--- config.mk ---
export PLATFORM = sky130hd
export DESIGN_NAME = joystick_to_three_channel_pwm
export DESIGN_NICKNAME = d
export VERILOG_FILES = /design/src/rtl/jspwm_pkg.sv /design/src/rtl/jspwm_cfg.sv /design/src/rtl/jspwm_scale.sv /design/src/rtl/joystick_to_three_channel_pwm.sv
export SDC_FILE = /design/constraint.sdc
export NUM_CORES = 1
export LEC_CHECK = 0
export ABC_AREA = 1
export ABC_CLOCK_PERIOD_IN_PS = 18600
export BUFFER_PORTS_ARGS = -buffer_cell sky130_fd_sc_hd__buf_2
export CAP_MARGIN = 10
export CORE_ASPECT_RATIO = 0.9
export CORE_MARGIN = 2
export CORE_UTILIZATION = 30
export CTS_CLUSTER_SIZE = 28
export DETAILED_ROUTE_END_ITERATION = 12
export GPL_TIMING_DRIVEN = 0
export PLACE_DENSITY = 0.56
export SYNTH_ARGS = -nofsm -noshare
export SYNTH_HDL_FRONTEND = slang
export SYNTH_HIERARCHICAL = 1
export SYNTH_SLANG_ARGS = --single-unit
--- constraint.sdc ---
create_clock -name aclk -period 18.6 [get_ports aclk]
set_input_delay 0.93 -clock aclk [delete_from_list [all_inputs] [get_ports aclk]]
set_output_delay 0.93 -clock aclk [all_outputs]
set_load 0.01 [all_outputs]
--- src/rtl/jspwm_pkg.sv ---
// Shared types and constants for the joystick to three-channel PWM block.
// No dependencies; imported by every module of the block.
package jspwm_pkg;

    localparam int SAMPLE_BITS = 10;
    localparam int PWM_PERIOD  = 87;

    localparam int CHAN_W     = 2;
    localparam int NUM_CHAN   = 3;
    localparam int PORT_W     = 2 * NUM_CHAN;
    localparam int PHASE_W    = 7;
    localparam int ON_W       = 9;
    localparam int LIMIT_W    = 10;
    localparam int OFFSET_W   = 9;
    localparam int GAIN_W     = 16;
    localparam int CFG_ADDR_W = 3;
    localparam int CFG_DATA_W = 10;

    localparam logic [GAIN_W-1:0] GAIN_HORIZ = 16'd39322;
    localparam logic [GAIN_W-1:0] GAIN_VERT  = 16'd8258;
    localparam logic [ON_W-1:0]   ON_MAX     = 9'd511;

    localparam logic [CHAN_W-1:0] CHAN_VERT = 2'd2;

    typedef enum logic {
        OP_SAMPLE = 1'b0,
        OP_TICK   = 1'b1
    } op_t;

    localparam logic [CFG_ADDR_W-1:0] REG_HORIZ_REV_LIMIT  = 3'd0;
    localparam logic [CFG_ADDR_W-1:0] REG_HORIZ_FWD_LIMIT  = 3'd1;
    localparam logic [CFG_ADDR_W-1:0] REG_VERT_REV_LIMIT   = 3'd2;
    localparam logic [CFG_ADDR_W-1:0] REG_VERT_FWD_LIMIT   = 3'd3;
    localparam logic [CFG_ADDR_W-1:0] REG_HORIZ_REV_OFFSET = 3'd4;
    localparam logic [CFG_ADDR_W-1:0] REG_HORIZ_FWD_OFFSET = 3'd5;
    localparam logic [CFG_ADDR_W-1:0] REG_VERT_REV_OFFSET  = 3'd6;
    localparam logic [CFG_ADDR_W-1:0] REG_VERT_FWD_OFFSET  = 3'd7;

    localparam logic [LIMIT_W-1:0]  RST_HORIZ_REV_LIMIT  = 10'd510;
    localparam logic [LIMIT_W-1:0]  RST_HORIZ_FWD_LIMIT  = 10'd514;
    localparam logic [LIMIT_W-1:0]  RST_VERT_REV_LIMIT   = 10'd465;
    localparam logic [LIMIT_W-1:0]  RST_VERT_FWD_LIMIT   = 10'd565;
    localparam logic [OFFSET_W-1:0] RST_HORIZ_REV_OFFSET = 9'd325;
    localparam logic [OFFSET_W-1:0] RST_HORIZ_FWD_OFFSET = 9'd288;
    localparam logic [OFFSET_W-1:0] RST_VERT_REV_OFFSET  = 9'd80;
    localparam logic [OFFSET_W-1:0] RST_VERT_FWD_OFFSET  = 9'd50;

    typedef logic [ON_W-1:0]  on_time_t;
    typedef logic [PHASE_W-1:0] step_t;

    typedef struct packed {
        logic [LIMIT_W-1:0]  horiz_rev_limit;
        logic [LIMIT_W-1:0]  horiz_fwd_limit;
        logic [LIMIT_W-1:0]  vert_rev_limit;
        logic [LIMIT_W-1:0]  vert_fwd_limit;
        logic [OFFSET_W-1:0] horiz_rev_offset;
        logic [OFFSET_W-1:0] horiz_fwd_offset;
        logic [OFFSET_W-1:0] vert_rev_offset;
        logic [OFFSET_W-1:0] vert_fwd_offset;
    } cfg_t;

endpackage

--- src/rtl/jspwm_cfg.sv ---
// Configuration register file: deadband limits and offsets.
// Depends on jspwm_pkg.
module jspwm_cfg (
    input  logic                              aclk,
    input  logic                              aresetn,
    input  logic                              cfg_wr_en,
    input  logic [jspwm_pkg::CFG_ADDR_W-1:0]  cfg_addr,
    input  logic [jspwm_pkg::CFG_DATA_W-1:0]  cfg_wdata,
    output jspwm_pkg::cfg_t                   cfg
);
    import jspwm_pkg::*;

    cfg_t cfg_reg;
    cfg_t cfg_next;

    always_comb begin
        cfg_next = cfg_reg;
        if (cfg_wr_en) begin
            case (cfg_addr)
                REG_HORIZ_REV_LIMIT:  cfg_next.horiz_rev_limit  = cfg_wdata[LIMIT_W-1:0];
                REG_HORIZ_FWD_LIMIT:  cfg_next.horiz_fwd_limit  = cfg_wdata[LIMIT_W-1:0];
                REG_VERT_REV_LIMIT:   cfg_next.vert_rev_limit   = cfg_wdata[LIMIT_W-1:0];
                REG_VERT_FWD_LIMIT:   cfg_next.vert_fwd_limit   = cfg_wdata[LIMIT_W-1:0];
                REG_HORIZ_REV_OFFSET: cfg_next.horiz_rev_offset = cfg_wdata[OFFSET_W-1:0];
                REG_HORIZ_FWD_OFFSET: cfg_next.horiz_fwd_offset = cfg_wdata[OFFSET_W-1:0];
                REG_VERT_REV_OFFSET:  cfg_next.vert_rev_offset  = cfg_wdata[OFFSET_W-1:0];
                REG_VERT_FWD_OFFSET:  cfg_next.vert_fwd_offset  = cfg_wdata[OFFSET_W-1:0];
                default: cfg_next = cfg_reg;
            endcase
        end
    end

    always_ff @(posedge aclk) begin
        if (!aresetn) begin
            cfg_reg.horiz_rev_limit  <= RST_HORIZ_REV_LIMIT;
            cfg_reg.horiz_fwd_limit  <= RST_HORIZ_FWD_LIMIT;
            cfg_reg.vert_rev_limit   <= RST_VERT_REV_LIMIT;
            cfg_reg.vert_fwd_limit   <= RST_VERT_FWD_LIMIT;
            cfg_reg.horiz_rev_offset <= RST_HORIZ_REV_OFFSET;
            cfg_reg.horiz_fwd_offset <= RST_HORIZ_FWD_OFFSET;
            cfg_reg.vert_rev_offset  <= RST_VERT_REV_OFFSET;
            cfg_reg.vert_fwd_offset  <= RST_VERT_FWD_OFFSET;
        end else begin
            cfg_reg <= cfg_next;
        end
    end

    assign cfg = cfg_reg;

endmodule

--- src/rtl/jspwm_scale.sv ---
// Deadband, constant-gain scaling and saturation of one stick sample.
// Depends on jspwm_pkg.
module jspwm_scale (
    input  jspwm_pkg::cfg_t                    cfg,
    input  logic [jspwm_pkg::CHAN_W-1:0]       chan,
    input  logic [jspwm_pkg::SAMPLE_BITS-1:0]  sample,
    output jspwm_pkg::on_time_t                on_time,
    output logic                               forward
);
    import jspwm_pkg::*;

    localparam int PROD_W = SAMPLE_BITS + GAIN_W;
    localparam int CMP_W  = (SAMPLE_BITS > LIMIT_W) ? SAMPLE_BITS : LIMIT_W;
    localparam int BASE_W = (SAMPLE_BITS > OFFSET_W) ? SAMPLE_BITS : OFFSET_W;
    localparam int DIFF_W = BASE_W + 2;

    logic                     is_vert;
    logic [GAIN_W-1:0]        gain;
    logic [LIMIT_W-1:0]       rev_lim;
    logic [LIMIT_W-1:0]       fwd_lim;
    logic [OFFSET_W-1:0]      rev_off;
    logic [OFFSET_W-1:0]      fwd_off;
    logic [PROD_W-1:0]        prod;
    logic [SAMPLE_BITS-1:0]   scaled;
    logic signed [DIFF_W-1:0] rev_diff;
    logic signed [DIFF_W-1:0] fwd_diff;
    logic                     below;
    logic                     above;

    function automatic on_time_t sat_on(input logic signed [DIFF_W-1:0] v);
        on_time_t r;
        if (v < 0) begin
            r = '0;
        end else if (v > $signed(DIFF_W'(ON_MAX))) begin
            r = ON_MAX;
        end else begin
            r = v[ON_W-1:0];
        end
        return r;
    endfunction

    always_comb begin
        is_vert = (chan == CHAN_VERT);
        gain    = is_vert ? GAIN_VERT : GAIN_HORIZ;
        rev_lim = is_vert ? cfg.vert_rev_limit   : cfg.horiz_rev_limit;
        fwd_lim = is_vert ? cfg.vert_fwd_limit   : cfg.horiz_fwd_limit;
        rev_off = is_vert ? cfg.vert_rev_offset  : cfg.horiz_rev_offset;
        fwd_off = is_vert ? cfg.vert_fwd_offset  : cfg.horiz_fwd_offset;

        prod     = PROD_W'(sample) * PROD_W'(gain);
        scaled   = prod[PROD_W-1:GAIN_W];
        rev_diff = $signed(DIFF_W'(rev_off)) - $signed(DIFF_W'(scaled));
        fwd_diff = $signed(DIFF_W'(scaled)) - $signed(DIFF_W'(fwd_off));

        below = CMP_W'(sample) < CMP_W'(rev_lim);
        above = CMP_W'(sample) > CMP_W'(fwd_lim);

        if (below) begin
            on_time = sat_on(rev_diff);
            forward = 1'b0;
        end else if (above) begin
            on_time = sat_on(fwd_diff);
            forward = 1'b1;
        end else begin
            on_time = '0;
            forward = 1'b0;
        end
    end

endmodule

--- src/rtl/joystick_to_three_channel_pwm.sv ---
// Joystick to three-channel PWM: input register, pending/active store, period
// counter and result register. Depends on jspwm_pkg, jspwm_cfg, jspwm_scale.
// A tick yields a registered port word, a sample none; in/out registers decouple sides.
// Throughput: one item per cycle while no tick waits on an unaccepted port word.
// Reset (aresetn low, synchronous): registers to defaults, all on-times zero, step zero.
module joystick_to_three_channel_pwm (
    input  logic                              aclk,
    input  logic                              aresetn,
    input  logic                              cfg_wr_en,
    input  logic [jspwm_pkg::CFG_ADDR_W-1:0]  cfg_addr,
    input  logic [jspwm_pkg::CFG_DATA_W-1:0]  cfg_wdata,
    input  logic                              s_valid,
    output logic                              s_ready,
    input  logic                              s_op,
    input  logic [jspwm_pkg::CHAN_W-1:0]      s_chan,
    input  logic [jspwm_pkg::SAMPLE_BITS-1:0] s_sample,
    output logic                              m_valid,
    input  logic                              m_ready,
    output logic [jspwm_pkg::PORT_W-1:0]      m_port,
    output logic [jspwm_pkg::PHASE_W-1:0]     m_phase
);
    import jspwm_pkg::*;

    cfg_t cfg;

    logic                   in_valid_reg;
    logic                   in_op_reg;
    logic [CHAN_W-1:0]      in_chan_reg;
    logic [SAMPLE_BITS-1:0] in_sample_reg;

    on_time_t pend_on_reg  [NUM_CHAN];
    logic     pend_fwd_reg [NUM_CHAN];
    on_time_t act_on_reg   [NUM_CHAN];
    logic     act_fwd_reg  [NUM_CHAN];
    step_t    step_reg;
    step_t    step_next;

    logic              m_valid_reg;
    logic [PORT_W-1:0] m_port_reg;
    logic [PORT_W-1:0] port_next;
    step_t             m_phase_reg;

    on_time_t new_on;
    logic     new_fwd;
    logic     out_free;
    logic     stage_adv;
    logic     tick_adv;
    logic     sample_adv;
    logic     reload;

    jspwm_cfg u_cfg (
        .aclk      (aclk),
        .aresetn   (aresetn),
        .cfg_wr_en (cfg_wr_en),
        .cfg_addr  (cfg_addr),
        .cfg_wdata (cfg_wdata),
        .cfg       (cfg)
    );

    jspwm_scale u_scale (
        .cfg     (cfg),
        .chan    (in_chan_reg),
        .sample  (in_sample_reg),
        .on_time (new_on),
        .forward (new_fwd)
    );

    assign out_free   = !m_valid_reg || m_ready;
    assign stage_adv  = in_valid_reg && ((in_op_reg == OP_SAMPLE) || out_free);
    assign tick_adv   = stage_adv && (in_op_reg == OP_TICK);
    assign sample_adv = stage_adv && (in_op_reg == OP_SAMPLE)
                        && (32'(in_chan_reg) < NUM_CHAN);
    assign s_ready    = !in_valid_reg || stage_adv;
    assign reload     = (step_reg == '0);

    always_comb begin
        for (int k = 0; k < NUM_CHAN; k++) begin
            port_next[2*k]   = reload ? pend_fwd_reg[k] : act_fwd_reg[k];
            port_next[2*k+1] = (reload ? pend_on_reg[k] : act_on_reg[k]) > ON_W'(step_reg);
        end
        if (32'(step_reg) + 1 >= PWM_PERIOD) begin
            step_next = '0;
        end else begin
            step_next = step_reg + 1'b1;
        end
    end

    always_ff @(posedge aclk) begin
        if (!aresetn) begin
            in_valid_reg <= 1'b0;
        end else if (s_ready) begin
            in_valid_reg <= s_valid;
        end
        if (s_valid && s_ready) begin
            in_op_reg     <= s_op;
            in_chan_reg   <= s_chan;
            in_sample_reg <= s_sample;
        end
    end

    always_ff @(posedge aclk) begin
        if (!aresetn) begin
            for (int k = 0; k < NUM_CHAN; k++) begin
                pend_on_reg[k]  <= '0;
                pend_fwd_reg[k] <= 1'b0;
                act_on_reg[k]   <= '0;
                act_fwd_reg[k]  <= 1'b0;
            end
            step_reg    <= '0;
            m_valid_reg <= 1'b0;
        end else begin
            if (sample_adv) begin
                pend_on_reg[in_chan_reg]  <= new_on;
                pend_fwd_reg[in_chan_reg] <= new_fwd;
            end
            if (tick_adv) begin
                if (reload) begin
                    for (int k = 0; k < NUM_CHAN; k++) begin
                        act_on_reg[k]  <= pend_on_reg[k];
                        act_fwd_reg[k] <= pend_fwd_reg[k];
                    end
                end
                step_reg    <= step_next;
                m_valid_reg <= 1'b1;
            end else if (m_ready) begin
                m_valid_reg <= 1'b0;
            end
        end
        if (tick_adv) begin
            m_port_reg  <= port_next;
            m_phase_reg <= step_reg;
        end
    end

    assign m_valid = m_valid_reg;
    assign m_port  = m_port_reg;
    assign m_phase = m_phase_reg;

    a_step_range: assert property (@(posedge aclk) disable iff (!aresetn)
        32'(step_reg) < PWM_PERIOD)
        else $error("period step out of range");

    a_phase_follows_step: assert property (@(posedge aclk) disable iff (!aresetn)
        tick_adv |=> (m_valid && m_phase == $past(step_reg)))
        else $error("result phase does not match step of the transfer");

    a_step_advance: assert property (@(posedge aclk) disable iff (!aresetn)
        tick_adv && step_reg != '0 |=> step_reg != '0 || $past(32'(step_reg)) == PWM_PERIOD - 1)
        else $error("period step wrapped early");

    a_reload: assert property (@(posedge aclk) disable iff (!aresetn)
        tick_adv && reload |=> act_on_reg[0] == $past(pend_on_reg[0])
                            && act_fwd_reg[2] == $past(pend_fwd_reg[2]))
        else $error("active values not reloaded at period start");

    a_stall_holds_stage: assert property (@(posedge aclk) disable iff (!aresetn)
        !s_ready |-> in_valid_reg && in_op_reg == OP_TICK && !out_free)
        else $error("input stalled without a blocked tick");

endmodule

* Word level (Yosys, flattened, before mapping)
Memory sizes are Yosys's and may differ from the RTL's. Index checks and enable logic that the tools add are counted. W data, S select, Z words.
Storage, ports and cells: output and inout bits 15, bits in writable memories 60, register bits after elaboration 111, memories 4
Memory list:
- act_on_reg | words 3, bits a word 9, read ports 3, clocked after memory_dff 0, write ports 3, RTL line joystick_to_three_channel_pwm.sv:33 | on_time_t act_on_reg [NUM_CHAN];
- pend_on_reg | words 3, bits a word 9, read ports 3, clocked after memory_dff 0, write ports 3, RTL line joystick_to_three_channel_pwm.sv:31 | on_time_t pend_on_reg [NUM_CHAN];
- act_fwd_reg | words 3, bits a word 1, read ports 3, clocked after memory_dff 0, write ports 3, RTL line joystick_to_three_channel_pwm.sv:34 | logic act_fwd_reg [NUM_CHAN];
- pend_fwd_reg | words 3, bits a word 1, read ports 3, clocked after memory_dff 0, write ports 3, RTL line joystick_to_three_channel_pwm.sv:32 | logic pend_fwd_reg [NUM_CHAN];
Operators by class: add/subtract/negate cells 4, magnitude comparators 11, multiply operators 1, reductions and logical operators 23, equality and inequality tests 8, muxes and demuxes 42, bitwise operators 7
Operators by type and width (number):
- $mux W9 | 15
- $gt A9 B7 Y1 | 3
- $mul A10 B16 Y26 | 1
- $gt A11 B10 Y1 const B | 2
- $lt A11 B1 Y1 const B | 2
- $mux W1 | 21
- $mux W10 | 2
- $mux W16 | 1
- $reduce_and A2 Y1 | 8
- $eq A3 B3 Y1 const B | 4
- $sub A10 B9 Y11 | 1
- $sub A9 B10 Y11 | 1
- $gt A10 B10 Y1 | 1
- $lt A10 B10 Y1 | 1
- $reduce_or A9 Y1 | 1
- $add A7 B1 Y8 const B | 1
- $ge A8 B7 Y1 const B | 1
- $add A7 B1 Y7 const B | 1
- $logic_not A7 Y1 | 1
- $mux W7 | 1
- $eq A3 B2 Y1 const B | 2
- $or A1 B1 Y1 | 6
- $logic_and A1 B1 Y1 | 5
- $mux W2 | 2
- other kinds (9) | 12

* Logic depth before layout (Yosys ltp)
Gate-level depths: netlist of the first run.
word-level depth 11, gate-level depth with buffers 44, depth with buffers taken out 41

* By module
Netlist of the first run, hierarchy kept.
By module, submodules not included:
- jspwm_scale | sequential area each 0.0 sq um, cells an instance 806, instances 1, area each 5367.6 sq um
- joystick_to_three_channel_pwm | sequential area each 2732.6 sq um, cells an instance 421, instances 1, area each 4471.8 sq um
- jspwm_cfg | sequential area each 1521.5 sq um, cells an instance 406, instances 1, area each 2906.5 sq um

* Least setup slack after synthesis of the first run
No wires, ideal clock.
path type reg-to-reg, start point register in_chan_reg[0], end point memory pend_on_reg[2][3] (netlist name), data pin, arrival 6.367 ns, slack 11.977 ns, data required time 18.344 ns, cell stages (with the launch flop) 42, period minus slack after synthesis 6.623 ns, cells stage by stage edfxtp_1 inv_1 nand2_2 inv_1 clkbuf_1 buf_2 buf_1 nor2_1 nor2_1 nor2_1 fa_1 fa_1 fa_1 inv_1 fa_1 inv_1 ha_1 a21oi_1 [6 not listed] ha_1 a21oi_1 and2_1 inv_1 nand3_1 nand2_1 nand2_1 nand2_1 nand2_1 nand2_1 nand2_1 nand2_1 nand2_2 nand2_1 nand2_1 nand2_1 inv_1 nor2_1
RTL lines:
- from (decl) | RTL line joystick_to_three_channel_pwm.sv:28 | logic [CHAN_W-1:0] in_chan_reg;
- from (signal assigned) | RTL line joystick_to_three_channel_pwm.sv:96 | in_chan_reg <= s_chan;
- to (decl) | RTL line joystick_to_three_channel_pwm.sv:31

==> flow_summary.toml, run 1 <==
[yosys]
yosysWarnings = 6
syn-instance-count = 1633
synth_cell_types = 59
synth_flop_cell = "dfxtp_1"
ys_async_sr_fraction_pct = 0
post_synth.cell_area_avg_sq_um = 7.81
ys_seq_area_share_pct = 33.4
synth_edf_count = 83
syn_area_sq_mm = 0.0127
yosys_register_bits = 171

[pwr]
switchingPower_uw = 1040
power_uw = 2150
internal-power_uw = 1110
swShare_pct = 48.3
comb_power_share_pct = 63.7
clkPwrFrac_pct = 16.8
leakagePower_uw = 0.00698
p_seq_share_pct = 19.5
peakVddDrop_uv = 100
powerDensity_mw_per_mm2 = 150

[layout]
final_util_pct = 34.3
nFillCells = 4397
largest_reg_flops = 76
nNetsFinal = 1913
antennaDiodeCount = 0
drive_gt1_share_pct = 11.2
area_growth_syn_to_layout_pct = 12.6

[placement]
dp_hpwl_mm = 26.7
place.gp.congestion = 0.894
pre_cts_ws_ns = 10.31
port_buffers = 45

[routing]
routedWlPerCell_um = 14.5
route.detailed.drc = 0
num_vias = 10500
dr.pass1.iters = 5
via_per_inst = 4.62
antenna_left = 0
drtIter0Drc = 677
wl_mm = 32.9

[sta]
final-hold-violation-count = 0
finalWorstSetupSlack_ns = 10.27
fin_skew_ns = 0.0121
finalSetupViolations = 0
max_freq_mhz = 120
period_minus_slack_ns = 8.33
timing.setup.tns_ns = 0
fin_crit_sh_pct = 44.8
tightestPinTransition_ns = 1.09
slew-limit-headroom_pct = 27.1
rsz0062_at_grt = "no"
drv_slew = 0
hold_ws_ns = 0.436

[setup_path]
critPathLaunch = "in_chan_reg[0]"
slowest_delay_ns = 0.59
slowest_stage = "buf_1"
crit_arrival_ns = 8.53
cp_top_family = "adder cells"
path_depth = 40
rr_endpoint = "pend_on_reg[1][8]"
rrSetupSlack_ns = 10.27
crit_path_end = "pend_on_reg[1][8]"
crit_path_end_kind = "flop"
path_max_fanout = 10
ff2ff_path_depth = 40
crit_top_cell = "nand2_1"
rr_startpoint = "in_chan_reg[0]"
cp_num_buf_inv = 9
start_kind = "flop"
cp.required_ns = 18.80
critPathKind = "reg -> reg"

[cts]
cts_tree = "done"
numCtsBuffers = 17
cts_resized = 0
clk-insertion-delay-late_ns = 0.46
ctsHoldBuffers = 0
root_buffer = "clkbuf_16"
clk_pin_slew_ns = 0.06
clockBufferDepth = 2
h-tree-depth = 4
clock_sinks = 171
post_cts_buffers = 0

[global_routing]
grtUsageMet3_pct = 3.35
use_met1_pct = 20.5
grt_pass1_vias = 10300
overflow = 0
grt_most_used_layer = "met2"
use_met2_pct = 25.8
antenna_found_initial = 0
grt_pass1_wl_mm = 53.3
grt_max_degree = 31
track_usage_pct = 15.5

[floorplanning]
pin_count = 46
core_sq_mm = 0.0418
dieArea_sq_mm = 0.0442
die_x_um = 221
initial_utilization_pct = 30.5
die_height_um = 200
rows = 71

[min_path]
holdCritPathClass = "reg -> reg"
min_from = "step_reg[2]"

[job]
max-cap-violations = 0

[outcome]
status = "complete, no violations"
[cell families after synthesis]
family | synth area share [%]
and+or+nand+nor | 28.0
muxes | 1.65
AOI/OAI and AO/OA | 7.28
DFF | 33.4
buffers and inverters | 8.82
adders and majority gates | 19.8
other | 0.0589
xor gates and xnor gates | 1.03
[worst reg2reg max path: cells and delay by family (launching register included)]
kind / cells / cell delay [ns]
adders and majority gates: 7 / 2.99
buffers and inverters: 9 / 1.82
and+or+nand+nor: 19 / 1.73
AOI/OAI and AO/OA: 4 / 0.77
DFF: 1 / 0.44
xor gates and xnor gates: 1 / 0.32
[layout make-up]
class	instances	area, sq um	share of cell area (%)
multi-input cells	1197	7420	51.7
clock buffers	26	563	3.92
inverters	233	878	6.12
flip-flops and latches	171	4250	29.6
clock inverters	6	45.0	0.314
plain buffers	42	245	1.71
well taps	547	684	4.77
repair buffers	47	260	1.81
[stage by stage]
stage | area [sq um] | cells
2_1_floorplan | 12800 | 1643
3_3_place_gp | 13700 | 2235
3_5_place_dp | 13700 | 2237
4_1_cts | 14400 | 2269
5_1_grt | 14400 | 2269
6_report | 14400 | 2269
[layout by cell type (no fill, tap or decap), types with 8 or more instances in the layout]
cell	count
a21oi_1	53
buf_2	58
buf_6	8
clkbuf_1	13
clkbuf_16	20
conb_1	12
dfxtp_1	88
edfxtp_1	83
fa_1	47
ha_1	126
inv_1	227
mux2i_1	21
nand2_1	377
nand2_2	18
nand3_1	123
nand4_1	13
nor2_1	206
nor2_2	20
o21ai_0	75
or2_2	16
xor2_1	13
[worst min path at each step]
stage	to	cells after the start
after detailed placement	m_phase[2]	0
after global placement	m_phase[2]	0
after global routing	m_phase[2]	0
after floorplan	m_phase[2]	0
after CTS	m_phase[2]	0
final	m_phase[2]	0
[power by group through the flow]
stage	clock network [uW]	logic (uW)	registers (uW)
2_1_floorplan	0	1060	427
3_3_place_gp	0	1350	430
3_5_place_dp	0	1360	429
4_1_cts	372	1370	421
5_1_grt	387	1580	423
6_report	362	1370	421
[metal layers]
metal	wire [um]	share of wire (%)
met5	0	0
met4	406	1.2
met3	1600	4.9
met2	14800	45
met1	16100	49
[cells in the mapped netlist, drive strengths merged, types with 2 or more instances]
cell | n | area (sq um)
nor2 | 230 | 941
nand3b | 7 | 56.3
inv | 232 | 873
conb | 2 | 7.51
a21oi | 58 | 309
mux2i | 21 | 210
xor2 | 13 | 114
a21o | 2 | 15.0
o22ai | 3 | 25.0
a21boi | 2 | 15.0
ha | 126 | 1580
o31ai | 4 | 30.0
and2 | 6 | 41.3
nand3 | 129 | 691
clkbuf | 11 | 41.3
edfxtp | 83 | 2490
or2 | 17 | 109
nand2 | 397 | 1550
xnor2 | 2 | 17.5
o21bai | 7 | 63.8
nor3 | 7 | 40.0
o21a | 3 | 22.5
fa | 47 | 941
a211oi | 2 | 20.0
buf | 31 | 204
dfxtp | 88 | 1760
nand4 | 16 | 119
nor3b | 2 | 20.0
o21ai | 80 | 404
(Power assumes the default switching activity.)
==> inputs of run 2 (changes only) <==
Settings changed: ABC_CLOCK_PERIOD_IN_PS 18600 to 8280.
Clock period 18.6 ns to 8.28 ns, I/O delays scaled along.
==> flow_summary.toml, run 2 (synthesized netlist as in run 1, its figures left out) <==
[outcome]
status = "complete, no violations"

[cts]
clockBufferDepth = 2
h-tree-depth = 4
clock_sinks = 171
clk_pin_slew_ns = 0.06
numCtsBuffers = 17
cts_tree = "done"
clk-insertion-delay-late_ns = 0.46
root_buffer = "clkbuf_16"
post_cts_buffers = 0

[sta]
fin_crit_sh_pct = 93.2
drv_slew = 0
max_freq_mhz = 130
fin_skew_ns = 0.0151
period_minus_slack_ns = 7.72
final-hold-violation-count = 0
rsz0062_at_grt = "no"
finalSetupViolations = 0
slew-limit-headroom_pct = 29.6
tightestPinTransition_ns = 1.06
hold_ws_ns = 0.131

[floorplanning]
pin_count = 46
core_sq_mm = 0.0418
dieArea_sq_mm = 0.0442
die_height_um = 200
die_x_um = 221
initial_utilization_pct = 30.5
rows = 71

[setup_path]
critPathKind = "reg -> reg"
slowest_delay_ns = 0.55
crit_path_end_kind = "flop"
cp.required_ns = 8.48
rr_endpoint = "pend_on_reg[1][8]"
start_kind = "flop"
crit_arrival_ns = 7.92
rr_startpoint = "in_chan_reg[1]"
ff2ff_path_depth = 39
slowest_stage = "fa_1"
crit_top_cell = "nand2_1"
path_max_fanout = 19
rrSetupSlack_ns = 0.56

[layout]
multi_input_area_sq_mm = 0.00742
largest_reg_flops = 76
regArea_sq_mm = 0.00425
final_cell_mix = "nand2_1 (377), inv_1 (227), nor2_1 (205)"
nNetsFinal = 1911
antennaDiodeCount = 0
nFillCells = 4398
finalInstanceArea_sq_mm = 0.0143
layout_commonest_cell = "nand2_1"
drive_gt1_share_pct = 11.3
final_util_pct = 34.3
area_growth_syn_to_layout_pct = 12.6

[min_path]
min_from = "s_sample[8]"
worstHoldEndpoint = "in_sample_reg[8]"
holdCritPathClass = "in -> reg"
worstHoldPathCells = 1

[placement]
place.gp.congestion = 0.894
port_buffers = 45
dp_hpwl_mm = 26.7
dpl_cell_area_sq_mm = 0.0137

[global_routing]
use_met2_pct = 25.7
grt_most_used_layer = "met2"
use_met1_pct = 20.4
grt_pass1_wl_mm = 53.2
grt_max_degree = 31
grtUsageMet3_pct = 3.12
overflow = 0
antenna_found_initial = 0
track_usage_pct = 15.4
grt_pass1_vias = 10300

[pwr]
peakVddDrop_uv = 224
powerDensity_mw_per_mm2 = 337
leakagePower_uw = 0.00697

[routing]
drtIter0Drc = 629
antenna_left = 0
via_per_inst = 4.62
wl_mm = 32.9
num_vias = 10500
dr.pass1.iters = 5
route.detailed.drc = 0
routedWlPerCell_um = 14.5

[job]
max-cap-violations = 0
-- run 2: cell types whose count changed in the layout (fill, tap and decap cells not counted), sizes merged --
cell	change
buf	-2
-- run 2: where the power goes --
group	switching (uW)	internal, uW	leakage [uW]
Clock	343	472	0.000303
Combinational	1970	1110	0.00511
Sequential	20.6	925	0.00156
Total	2330	2500	0.00697
-- run 2: area by class of cell --
type	count	area share (%)
plain buffers	40	1.67
repair buffers	47	1.81
clock inverters	6	0.314
clock buffers	26	3.92
inverters	233	6.12
flip-flops and latches	171	29.7
multi-input cells	1197	51.7
well taps	547	4.77
-- run 2: worst max-delay path by stage --
stage                   startpoint           endpoint  slack [ns]  cells after the start
finish              in_chan_reg[1]  pend_on_reg[1][8]        0.56                     39
global route        in_chan_reg[1]  pend_on_reg[1][8]       0.007                     39
CTS                 in_chan_reg[0]  pend_on_reg[1][8]        0.25                     41
detailed placement  in_chan_reg[0]  pend_on_reg[2][8]      -0.008                     40
global placement    in_chan_reg[0]  pend_on_reg[1][8]        0.02                     36
floorplan           in_chan_reg[0]  pend_on_reg[2][3]        1.66                     41
-- run 2: layer usage --
| metal | vias to the layer above | part of all wire [%] |
|---|---|---|
| met2 | 225 | 45 |
| li1 | 5386 | - |
| met3 | 25 | 5.0 |
| met5 | - | 0 |
| met4 | 0 | 1.1 |
| met1 | 4848 | 49 |
-- run 2: metrics by stage --
step / setup slack (ns) / power [uW] / cells / setup TNS, ns
after floorplan: 1.66 / 3340 / 1643 / 0
after global placement: 0.0199 / 3990 / 2235 / 0
after detailed placement: -0.00762 / 4010 / 2237 / -0.0137
after CTS: 0.245 / 4860 / 2268 / 0
after global routing: 0.00714 / 5370 / 2267 / 0
final: 0.563 / 4830 / 2267 / 0
-- run 2: timing repair --
| action | CTS | global route |
|---|---|---|
| resized for setup | 0 | 2 |
| endpoints found under the setup margin | 7 | 27 |
| hold buffers | 0 | 0 |
-- run 2: worst max-delay path: cells and delay by family, from the launching register on --
family	cells	cell delay, ns
compound gates	4	0.74
xor+xnor	1	0.33
fa+ha+maj	6	2.82
buf+inv	8	0.89
flops	1	0.44
simple gates	20	2.20
